### src/design/sphtrk_pkg.sv
`default_nettype none

package sphtrk_pkg;

	// default bin count
	localparam int NUM_BINS_DEF = 64;

	// field widths
	localparam int BIN_W   = 6;
	localparam int LEVEL_W = 13;
	localparam int HZ_W    = 32;
	localparam int DECAY_W = 8;
	localparam int FLOOR_W = 8;
	localparam int ROW_W   = 6;
	localparam int CFG_W   = 32;
	localparam int CFG_IDX_W = 2;

	// stream word widths
	localparam int S_DATA_W = 88;
	localparam int S_USER_W = 1;
	localparam int M_DATA_W = 48;

	typedef logic signed [LEVEL_W-1:0] level_t;

	// one stored bin: current level and held peak
	typedef struct packed {
		level_t lvl;
		level_t pk;
	} entry_t;

	// register map
	typedef enum logic [CFG_IDX_W-1:0] {
		REG_WIN_START = 2'd0,
		REG_WIN_SPAN  = 2'd1,
		REG_DECAY     = 2'd2,
		REG_FLOOR     = 2'd3
	} reg_idx_t;

	// operation codes
	localparam logic OP_SAMPLE = 1'b0;
	localparam logic OP_CLEAR  = 1'b1;

	// levels in 1/16 dBm
	localparam level_t RESET_LEVEL = -13'sd1920;
	localparam level_t LEVEL_MIN   = -13'sd2560;
	localparam level_t LEVEL_MAX   = 13'sd0;

	localparam logic signed [FLOOR_W-1:0] FLOOR_RESET = -8'sd100;

	// screen rows: 90 dB of range across rows 63 down to 14
	localparam logic [ROW_W-1:0] ROW_TOP    = 6'd14;
	localparam logic [ROW_W-1:0] ROW_BOTTOM = 6'd63;
	localparam logic signed [14:0] DB_SPAN_16 = 15'sd1440;
	// floor(d * 49 / 1440) == (d * ROW_RECIP) >> ROW_SHIFT for 0 <= d < 1440
	localparam logic [18:0] ROW_RECIP = 19'd285446;
	localparam int ROW_SHIFT = 23;

endpackage

`default_nettype wire

### src/design/spectrum_peak_hold_tracker_top.sv
`default_nettype none

// channel   dir  handshake           payload
// s_        in   s_tvalid/s_tready   s_tdata bin sample, s_tuser operation
// m_        out  m_tvalid/m_tready   m_tdata held bin values and screen rows
// cfg_      in   cfg_we              cfg_index, cfg_data (write only)
//
// one word accepted per cycle while the output is not stalled; a result passes the input
// register, bin update stage and row/output register before it is on m_tdata
// bin stores are a NUM_BINS-entry (default 64) memory read at acceptance and written from the update
// stage; a write to the same bin in the same cycle is forwarded
// reset clears control, config and per-bin written/valid bits; bins never written
// since reset or clear read as -120 dBm, so no clearing pass is needed
// a stalled output only holds the stages behind it once they are full

module spectrum_peak_hold_tracker_top #(
	parameter int NUM_BINS = sphtrk_pkg::NUM_BINS_DEF
) (
	input  wire logic                                  clk,
	input  wire logic                                  arst_n,
	input  wire logic                                  s_tvalid,
	output logic                                       s_tready,
	// [5:0] bin, [6] sample_valid, [19:7] level, [51:20] scan_start_hz,
	// [83:52] scan_span_hz, [87:84] zero
	input  wire logic [sphtrk_pkg::S_DATA_W-1:0]       s_tdata,
	// [0] operation
	input  wire logic [sphtrk_pkg::S_USER_W-1:0]       s_tuser,
	output logic                                       m_tvalid,
	input  wire logic                                  m_tready,
	// [5:0] out_bin, [6] accepted, [7] bin_shown, [20:8] level_held,
	// [33:21] peak_held, [39:34] bar_row, [45:40] peak_row, [46] peak_visible,
	// [47] any_data
	output logic [sphtrk_pkg::M_DATA_W-1:0]            m_tdata,
	input  wire logic                                  cfg_we,
	input  wire logic [sphtrk_pkg::CFG_IDX_W-1:0]      cfg_index,
	input  wire logic [sphtrk_pkg::CFG_W-1:0]          cfg_data
);

	localparam int IDX_W = (NUM_BINS > 1) ? $clog2(NUM_BINS) : 1;

	// configuration registers
	logic [sphtrk_pkg::HZ_W-1:0]           win_start_q;
	logic [sphtrk_pkg::HZ_W-1:0]           win_span_q;
	logic [sphtrk_pkg::DECAY_W-1:0]        decay_q;
	logic signed [sphtrk_pkg::FLOOR_W-1:0] floor_q;

	always_ff @(posedge clk or negedge arst_n) begin
		if (!arst_n) begin
			win_start_q <= '0;
			win_span_q  <= '0;
			decay_q     <= '0;
			floor_q     <= sphtrk_pkg::FLOOR_RESET;
		end else if (cfg_we) begin
			case (sphtrk_pkg::reg_idx_t'(cfg_index))
				sphtrk_pkg::REG_WIN_START: win_start_q <= cfg_data;
				sphtrk_pkg::REG_WIN_SPAN:  win_span_q  <= cfg_data;
				sphtrk_pkg::REG_DECAY:     decay_q     <= cfg_data[sphtrk_pkg::DECAY_W-1:0];
				sphtrk_pkg::REG_FLOOR:     floor_q     <= cfg_data[sphtrk_pkg::FLOOR_W-1:0];
				default: ;
			endcase
		end
	end

	// handshake chain, each stage loads when empty or draining
	logic vld_s1, vld_s2, out_vld_q;
	logic rdy_out, rdy2, rdy1, mv1, in_acc;

	assign rdy_out  = !out_vld_q || m_tready;
	assign rdy2     = !vld_s2 || rdy_out;
	assign mv1      = vld_s1 && rdy2;
	assign rdy1     = !vld_s1 || rdy2;
	assign s_tready = rdy1;
	assign in_acc   = s_tvalid && rdy1;
	assign m_tvalid = out_vld_q;

	always_ff @(posedge clk or negedge arst_n) begin
		if (!arst_n) begin
			vld_s1    <= 1'b0;
			vld_s2    <= 1'b0;
			out_vld_q <= 1'b0;
		end else begin
			if (rdy1)
				vld_s1 <= s_tvalid;
			if (rdy2)
				vld_s2 <= vld_s1;
			if (rdy_out)
				out_vld_q <= vld_s2;
		end
	end

	// input word unpacking
	logic [sphtrk_pkg::BIN_W-1:0] in_bin;
	logic [7:0]                   in_bin_ext;
	logic [IDX_W-1:0]             in_idx;

	assign in_bin     = s_tdata[5:0];
	assign in_bin_ext = {2'b00, in_bin};
	assign in_idx     = in_bin_ext[IDX_W-1:0];

	// stage 1: input register plus store read
	logic                             op_s1;
	logic [sphtrk_pkg::BIN_W-1:0]     bin_s1;
	logic                             smp_vld_s1;
	sphtrk_pkg::level_t               level_s1;
	logic [sphtrk_pkg::HZ_W-1:0]      start_s1;
	logic [sphtrk_pkg::HZ_W-1:0]      span_s1;
	logic                             written_s1;
	logic                             mark_s1;
	logic                             fwd_s1;
	sphtrk_pkg::entry_t               fwd_data_s1;
	sphtrk_pkg::entry_t               rd_s1;

	// per-bin state
	sphtrk_pkg::entry_t      mem [NUM_BINS];
	logic [NUM_BINS-1:0]     written_q;   // entry holds data since last clear
	logic [NUM_BINS-1:0]     mark_q;      // stored valid mark
	logic                    data_seen_q;

	// stage 1 update logic
	logic [7:0]          bin_ext_s1;
	logic [IDX_W-1:0]    idx_s1;
	logic                in_range_s1;
	logic                match_s1;
	logic                wr_clr, wr_acc, wr_dat;
	sphtrk_pkg::level_t  lvl_sat;
	sphtrk_pkg::entry_t  cur;
	sphtrk_pkg::entry_t  nxt;
	logic signed [sphtrk_pkg::LEVEL_W:0] pk_dec;
	logic                same_bin;

	assign bin_ext_s1  = {2'b00, bin_s1};
	assign idx_s1      = bin_ext_s1[IDX_W-1:0];
	assign in_range_s1 = bin_ext_s1 < 8'(NUM_BINS);
	assign match_s1    = (op_s1 == sphtrk_pkg::OP_SAMPLE) && in_range_s1 &&
		(start_s1 == win_start_q) && (span_s1 == win_span_q);

	assign wr_clr = mv1 && (op_s1 == sphtrk_pkg::OP_CLEAR);
	assign wr_acc = mv1 && match_s1;
	assign wr_dat = wr_acc && smp_vld_s1;
	assign same_bin = (bin_s1 == in_bin);

	always_comb begin
		// saturate to the measurable range
		if (level_s1 < sphtrk_pkg::LEVEL_MIN)
			lvl_sat = sphtrk_pkg::LEVEL_MIN;
		else if (level_s1 > sphtrk_pkg::LEVEL_MAX)
			lvl_sat = sphtrk_pkg::LEVEL_MAX;
		else
			lvl_sat = level_s1;

		if (!written_s1) begin
			cur.lvl = sphtrk_pkg::RESET_LEVEL;
			cur.pk  = sphtrk_pkg::RESET_LEVEL;
		end else if (fwd_s1) begin
			cur = fwd_data_s1;
		end else begin
			cur = rd_s1;
		end

		// peak rises at once, otherwise falls by the decay step down to the level; a zero decay makes it follow the level
		pk_dec  = {cur.pk[sphtrk_pkg::LEVEL_W-1], cur.pk} - {6'b0, decay_q};
		nxt.lvl = lvl_sat;
		if (lvl_sat >= cur.pk || decay_q == '0)
			nxt.pk = lvl_sat;
		else if (pk_dec < {lvl_sat[sphtrk_pkg::LEVEL_W-1], lvl_sat})
			nxt.pk = lvl_sat;
		else
			nxt.pk = pk_dec[sphtrk_pkg::LEVEL_W-1:0];
	end

	// store write and read, read data registered at acceptance
	always_ff @(posedge clk) begin
		if (wr_dat)
			mem[idx_s1] <= nxt;
		if (in_acc)
			rd_s1 <= mem[in_idx];
	end

	always_ff @(posedge clk) begin
		if (in_acc) begin
			op_s1       <= s_tuser[0];
			bin_s1      <= in_bin;
			smp_vld_s1  <= s_tdata[6];
			level_s1    <= s_tdata[19:7];
			start_s1    <= s_tdata[51:20];
			span_s1     <= s_tdata[83:52];
			fwd_s1      <= wr_dat && same_bin;
			fwd_data_s1 <= nxt;
			// bring in this cycle's update of the same bin
			if (wr_clr)
				written_s1 <= 1'b0;
			else if (wr_dat && same_bin)
				written_s1 <= 1'b1;
			else
				written_s1 <= written_q[in_idx];
			if (wr_clr)
				mark_s1 <= 1'b0;
			else if (wr_acc && same_bin)
				mark_s1 <= smp_vld_s1;
			else
				mark_s1 <= mark_q[in_idx];
		end
	end

	logic data_seen_nxt;

	always_comb begin
		if (op_s1 == sphtrk_pkg::OP_CLEAR)
			data_seen_nxt = 1'b0;
		else if (match_s1)
			data_seen_nxt = 1'b1;
		else
			data_seen_nxt = data_seen_q;
	end

	always_ff @(posedge clk or negedge arst_n) begin
		if (!arst_n) begin
			written_q   <= '0;
			mark_q      <= '0;
			data_seen_q <= 1'b0;
		end else if (mv1) begin
			data_seen_q <= data_seen_nxt;
			if (wr_clr) begin
				written_q <= '0;
				mark_q    <= '0;
			end else if (wr_acc) begin
				mark_q[idx_s1] <= smp_vld_s1;
				if (smp_vld_s1)
					written_q[idx_s1] <= 1'b1;
			end
		end
	end

	// stage 2: held values of the bin after the update
	logic [sphtrk_pkg::BIN_W-1:0] bin_s2;
	logic                         acc_s2;
	logic                         shown_s2;
	sphtrk_pkg::level_t           lh_s2;
	sphtrk_pkg::level_t           ph_s2;
	logic                         any_s2;

	always_ff @(posedge clk) begin
		if (mv1) begin
			bin_s2 <= bin_s1;
			acc_s2 <= match_s1;
			any_s2 <= data_seen_nxt;
			if (op_s1 == sphtrk_pkg::OP_CLEAR || !in_range_s1) begin
				shown_s2 <= 1'b0;
				lh_s2    <= sphtrk_pkg::RESET_LEVEL;
				ph_s2    <= sphtrk_pkg::RESET_LEVEL;
			end else if (match_s1) begin
				shown_s2 <= smp_vld_s1;
				lh_s2    <= smp_vld_s1 ? nxt.lvl : cur.lvl;
				ph_s2    <= smp_vld_s1 ? nxt.pk : cur.pk;
			end else begin
				shown_s2 <= mark_s1;
				lh_s2    <= cur.lvl;
				ph_s2    <= cur.pk;
			end
		end
	end

	// screen row: 63 at or below the floor, 14 at 90 dB above it
	function automatic logic [sphtrk_pkg::ROW_W-1:0] to_row(
		input sphtrk_pkg::level_t v,
		input logic signed [sphtrk_pkg::FLOOR_W-1:0] f
	);
		logic signed [14:0] d;
		logic [29:0]        prod;
		logic [6:0]         q;
		d    = {{2{v[sphtrk_pkg::LEVEL_W-1]}}, v} - {{3{f[sphtrk_pkg::FLOOR_W-1]}}, f, 4'b0000};
		prod = 30'(d[10:0]) * 30'(sphtrk_pkg::ROW_RECIP);
		q    = prod[29:sphtrk_pkg::ROW_SHIFT];
		if (d <= 15'sd0)
			to_row = sphtrk_pkg::ROW_BOTTOM;
		else if (d >= sphtrk_pkg::DB_SPAN_16)
			to_row = sphtrk_pkg::ROW_TOP;
		else
			to_row = sphtrk_pkg::ROW_BOTTOM - q[sphtrk_pkg::ROW_W-1:0];
	endfunction

	logic [sphtrk_pkg::ROW_W-1:0] bar_row, peak_row;

	assign bar_row  = to_row(lh_s2, floor_q);
	assign peak_row = to_row(ph_s2, floor_q);

	// output register
	always_ff @(posedge clk) begin
		if (vld_s2 && rdy_out)
			m_tdata <= {any_s2,
				(decay_q != '0) && (peak_row < bar_row),
				peak_row, bar_row, ph_s2, lh_s2, shown_s2, acc_s2, bin_s2};
	end

`ifndef NO_ASSERTIONS
	// held peak never sits below the held level
	a_peak_above_level: assert property (@(posedge clk) disable iff (!arst_n)
		m_tvalid |-> $signed(m_tdata[33:21]) >= $signed(m_tdata[20:8]))
		else $error("peak below level");

	// a valid mark only ever exists on a bin that holds data
	a_mark_written: assert property (@(posedge clk) disable iff (!arst_n)
		(mark_q & ~written_q) == '0)
		else $error("valid mark on unwritten bin");

	// a clear leaving stage 1 drops the data-seen flag
	a_clear_seen: assert property (@(posedge clk) disable iff (!arst_n)
		wr_clr |=> !data_seen_q)
		else $error("data seen survives clear");

	// an empty output register never blocks the input
	a_ready_empty: assert property (@(posedge clk) disable iff (!arst_n)
		!m_tvalid |-> s_tready)
		else $error("input stalled with empty output");

	// an accepted sample is always reported with data seen
	a_acc_any: assert property (@(posedge clk) disable iff (!arst_n)
		(m_tvalid && m_tdata[6]) |-> m_tdata[47])
		else $error("accepted without data seen");
`endif

endmodule

`default_nettype wire
### config.mk
export PLATFORM = sky130hd
export DESIGN_NAME = spectrum_peak_hold_tracker_top
export DESIGN_NICKNAME = d
export VERILOG_FILES = /design/src/design/sphtrk_pkg.sv /design/src/design/spectrum_peak_hold_tracker_top.sv
export SDC_FILE = /design/constraint.sdc
export NUM_CORES = 2
export LEC_CHECK = 0
export BUFFER_PORTS_ARGS = -buffer_cell sky130_fd_sc_hd__buf_2
export CORE_ASPECT_RATIO = 2
export CORE_MARGIN = 3
export CORE_UTILIZATION = 60
export CTS_BUF_LIST = sky130_fd_sc_hd__clkbuf_4 sky130_fd_sc_hd__clkbuf_8 sky130_fd_sc_hd__clkbuf_16
export CTS_CLUSTER_DIAMETER = 150
export CTS_CLUSTER_SIZE = 20
export DETAILED_ROUTE_END_ITERATION = 12
export PLACE_DENSITY = 0.75
export SLEW_MARGIN = 30
export SYNTH_ARGS = -nofsm -noshare
export SYNTH_HDL_FRONTEND = slang
export SYNTH_SLANG_ARGS = --single-unit
### constraint.sdc
create_clock -name clk -period 21.1 [get_ports clk]
set_input_delay 1.055 -clock clk [delete_from_list [all_inputs] [get_ports clk]]
set_output_delay 1.055 -clock clk [all_outputs]
set_load 0.01 [all_outputs]
==> summary.txt <==
Worst path max stage delay -> 780 ps
Worst skew pair latency -> 760 ps
Post-synth top area share -> 64.47%
EDFF count, synth -> 1887
GPL Wtd Cong -> 0.9174
DRT Wirelength -> 213100 um
Share of layout cells above drive strength 1 -> 27.58%
Starting Density -> 60.44%
CP Capture Type -> flop
Main synth FF type -> edfxtp_1
Asr flop ratio synth -> 10.10%
VDD IR-drop max -> 0.3216 mV
Post-CTS setup buffers -> 0
Clk buf depth -> 3
Syn Area/Cell -> 20.10 um^2
CP Launch Type -> flop
Height of the die -> 547.3 um
Clock Sinks -> 2099
CTS H-tree depth -> 3
Maxcap violations -> 0
CORE AREA -> 145400 um^2
Post-DP HPWL -> 132300 um
Crit share post-route -> 37.61%
Routed len/inst -> 32.51 um
# IOs -> 178
Synth warn -> 0
Worst rel slew slack -> 32.68%
First-pass GRT wire length -> 313900 um
Hold WC Path Type -> in -> async
Largest net degree at the start of global routing -> 139
Antenna Nets Post-Route -> 0
Vias in the first global route -> 46490
Pwr Density -> 109.9 nW/um^2
Arr. time, crit path -> 8530 ps
Post-CTS Resized -> 0
Crit-path max FO -> 7
Synth top cells by count -> 1887 x edfxtp_1, 588 x mux4_2, 234 x ha_1
Die W -> 276.6 um
CTS tree -> done
Total Power -> 10.48 mW
Leakage power -> 32.75 nW
First-pass iteration count of the detailed router -> 7
Initial antenna violation count -> 17
# setup viols final -> 0
Synth-to-layout area growth -> 8.473%
Sequential area share after synthesis -> 70.51%
CP top delay family -> adder cells
Post-synthesis register bit count -> 2099
Congestion Overflow GR -> 0
Via count -> 43770
Fin. Hold Viols -> 0
FP Rows -> 198
Status -> complete, no violations
Synth unique cells -> 71
Hold Buf Count CTS -> 0
RSZ-0062 raised after global routing -> no
Mapped cell area -> 87890 um^2
Crit path kind -> reg -> reg
Worst Skew -> 37.17 ps
Count leader, synth -> edfxtp_1
Cells after Synth -> 4372
Initial drt markers -> 3923
DRC -> 0
# fillers -> 9316
Worst path slowest cell -> o41ai_1
Clock transition at path regs -> 90 ps
WP data required -> 21700 ps
Final net count -> 5014
Clock Tree Root -> clkbuf_16
DR vias/cell -> 6.678
IO buf count -> 173
Cts bufs inserted -> 114
Die ar. -> 151400 um^2
Top cell type by total area after synthesis -> edfxtp_1
Critical Path Most Common Cell -> ha_1
Tot GR Track Use -> 28.59%
Fin crit period -> 7937 ps
Setup TNS -> 0 ps
WP buf/inv -> 3
Slew Limit Fails -> 0
Top post-synthesis cells by area -> edfxtp_1 64%, mux4_2 15%, dfrtp_1 5.9%, ha_1 3.3%, fa_1 1.7%
Slew @ Worst Pin -> 1010 ps
Syn Nets -> 4807
Max Fclk -> 126.0 MHz
## through the flow
stage | util (%) | cell area (um^2) | hold WS, ps | setup slack [ps] | instances
2_1_floorplan | - | 87890 | 400.3 | 14080 | 4372
3_3_place_gp | 63.12 | 91780 | 402.2 | 13300 | 6360
3_5_place_dp | 63.13 | 91810 | 411.8 | 13160 | 6361
4_1_cts | 65.49 | 95240 | 419.1 | 13140 | 6543
5_1_grt | 65.56 | 95340 | 256.4 | 12660 | 6554
6_report | 65.56 | 95340 | 250.7 | 13160 | 6555
## kinds of logic after synthesis
| kind of cell | Yosys count | synth area share [%] |
|---|---|---|
| flip-flops | 2099 | 70.51 |
| multiplexers | 711 | 16.61 |
| AND/OR/NAND/NOR | 397 | 2.289 |
| buffers and inverters | 392 | 1.760 |
| AO/OA/AOI/OAI | 378 | 2.955 |
| adder cells (fa/ha/maj) | 307 | 4.994 |
| XOR/XNOR | 88 | 0.8769 |
## cells in the final DEF (no fill, tap or decap), types with 21 or more instances in the layout
master,instances
edfxtp_1,1887
mux4_2,588
ha_1,234
dfrtp_1,208
inv_1,170
buf_2,168
buf_4,119
clkbuf_16,116
mux2_2,98
o21a_1,84
nand2_1,77
fa_1,73
a21oi_1,66
nor2_4,64
clkbuf_4,61
o211ai_1,53
o21ai_0,50
xor2_1,49
nor2_1,47
nand3_1,40
xnor2_1,39
o31ai_1,38
nor2b_1,23
nor3_1,23
nand2b_1,22
a21o_1,21
## worst paths after layout
kind	startpoint	to	slack, ps	cells past startpoint
worst min-delay path	arst_n	win_span_q[30]	250	1
max in group asynchronous	arst_n	written_q[62]	19650	2
worst max-delay path	floor_q[1]	m_tdata[46]	13160	26
worst max register to register	floor_q[1]	m_tdata[46]	13160	26
min in group clk	bin_s2[4]	m_tdata[4]	430	0
worst min register to register	bin_s2[4]	m_tdata[4]	430	0
## layer usage
metal / global-route usage (%) / part of all wire [%] / wire length, um
met5: 0 / 0.022 / 46
met3: 3.952 / 6.6 / 14070
met2: 52.17 / 55 / 116300
met4: 14.08 / 5.6 / 12010
met1: 33.22 / 33 / 70670
## state kept, by name, indices dropped and copies added (netlist names), 6 cells and up
| signal | count |
|---|---|
| mark_q | 64 |
| m_tdata | 48 |
| floor_q | 8 |
| win_start_q | 32 |
| mem | 1664 |
| bin_s1 | 6 |
| rd_s1 | 26 |
| lh_s2 | 13 |
| win_span_q | 32 |
| fwd_data_s1 | 26 |
| ph_s2 | 13 |
| decay_q | 8 |
| bin_s2 | 6 |
| span_s1 | 32 |
| start_s1 | 32 |
| level_s1 | 13 |
| written_q | 64 |
## where the power goes
| group | internal (mW) | switching, mW |
|---|---|---|
| sequential | 4.79 | 0.0489 |
| clock | 1.10 | 1.26 |
| combinational | 1.38 | 1.90 |
## cell type report
cell class,count,area [um^2],share of cell area [%]
Sequential cell,2099,61970,65.00
Multi-Input combinational cell,1881,24910,26.13
Clock buffer,177,3361,3.525
Tap cell,1900,2377,2.494
Timing Repair Buffer,299,1934,2.029
Inverter,184,695.7,0.7297
Clock inverter,5,62.56,0.06562
Antenna cell,10,25.02,0.02625
(Power assumes the default switching activity.)
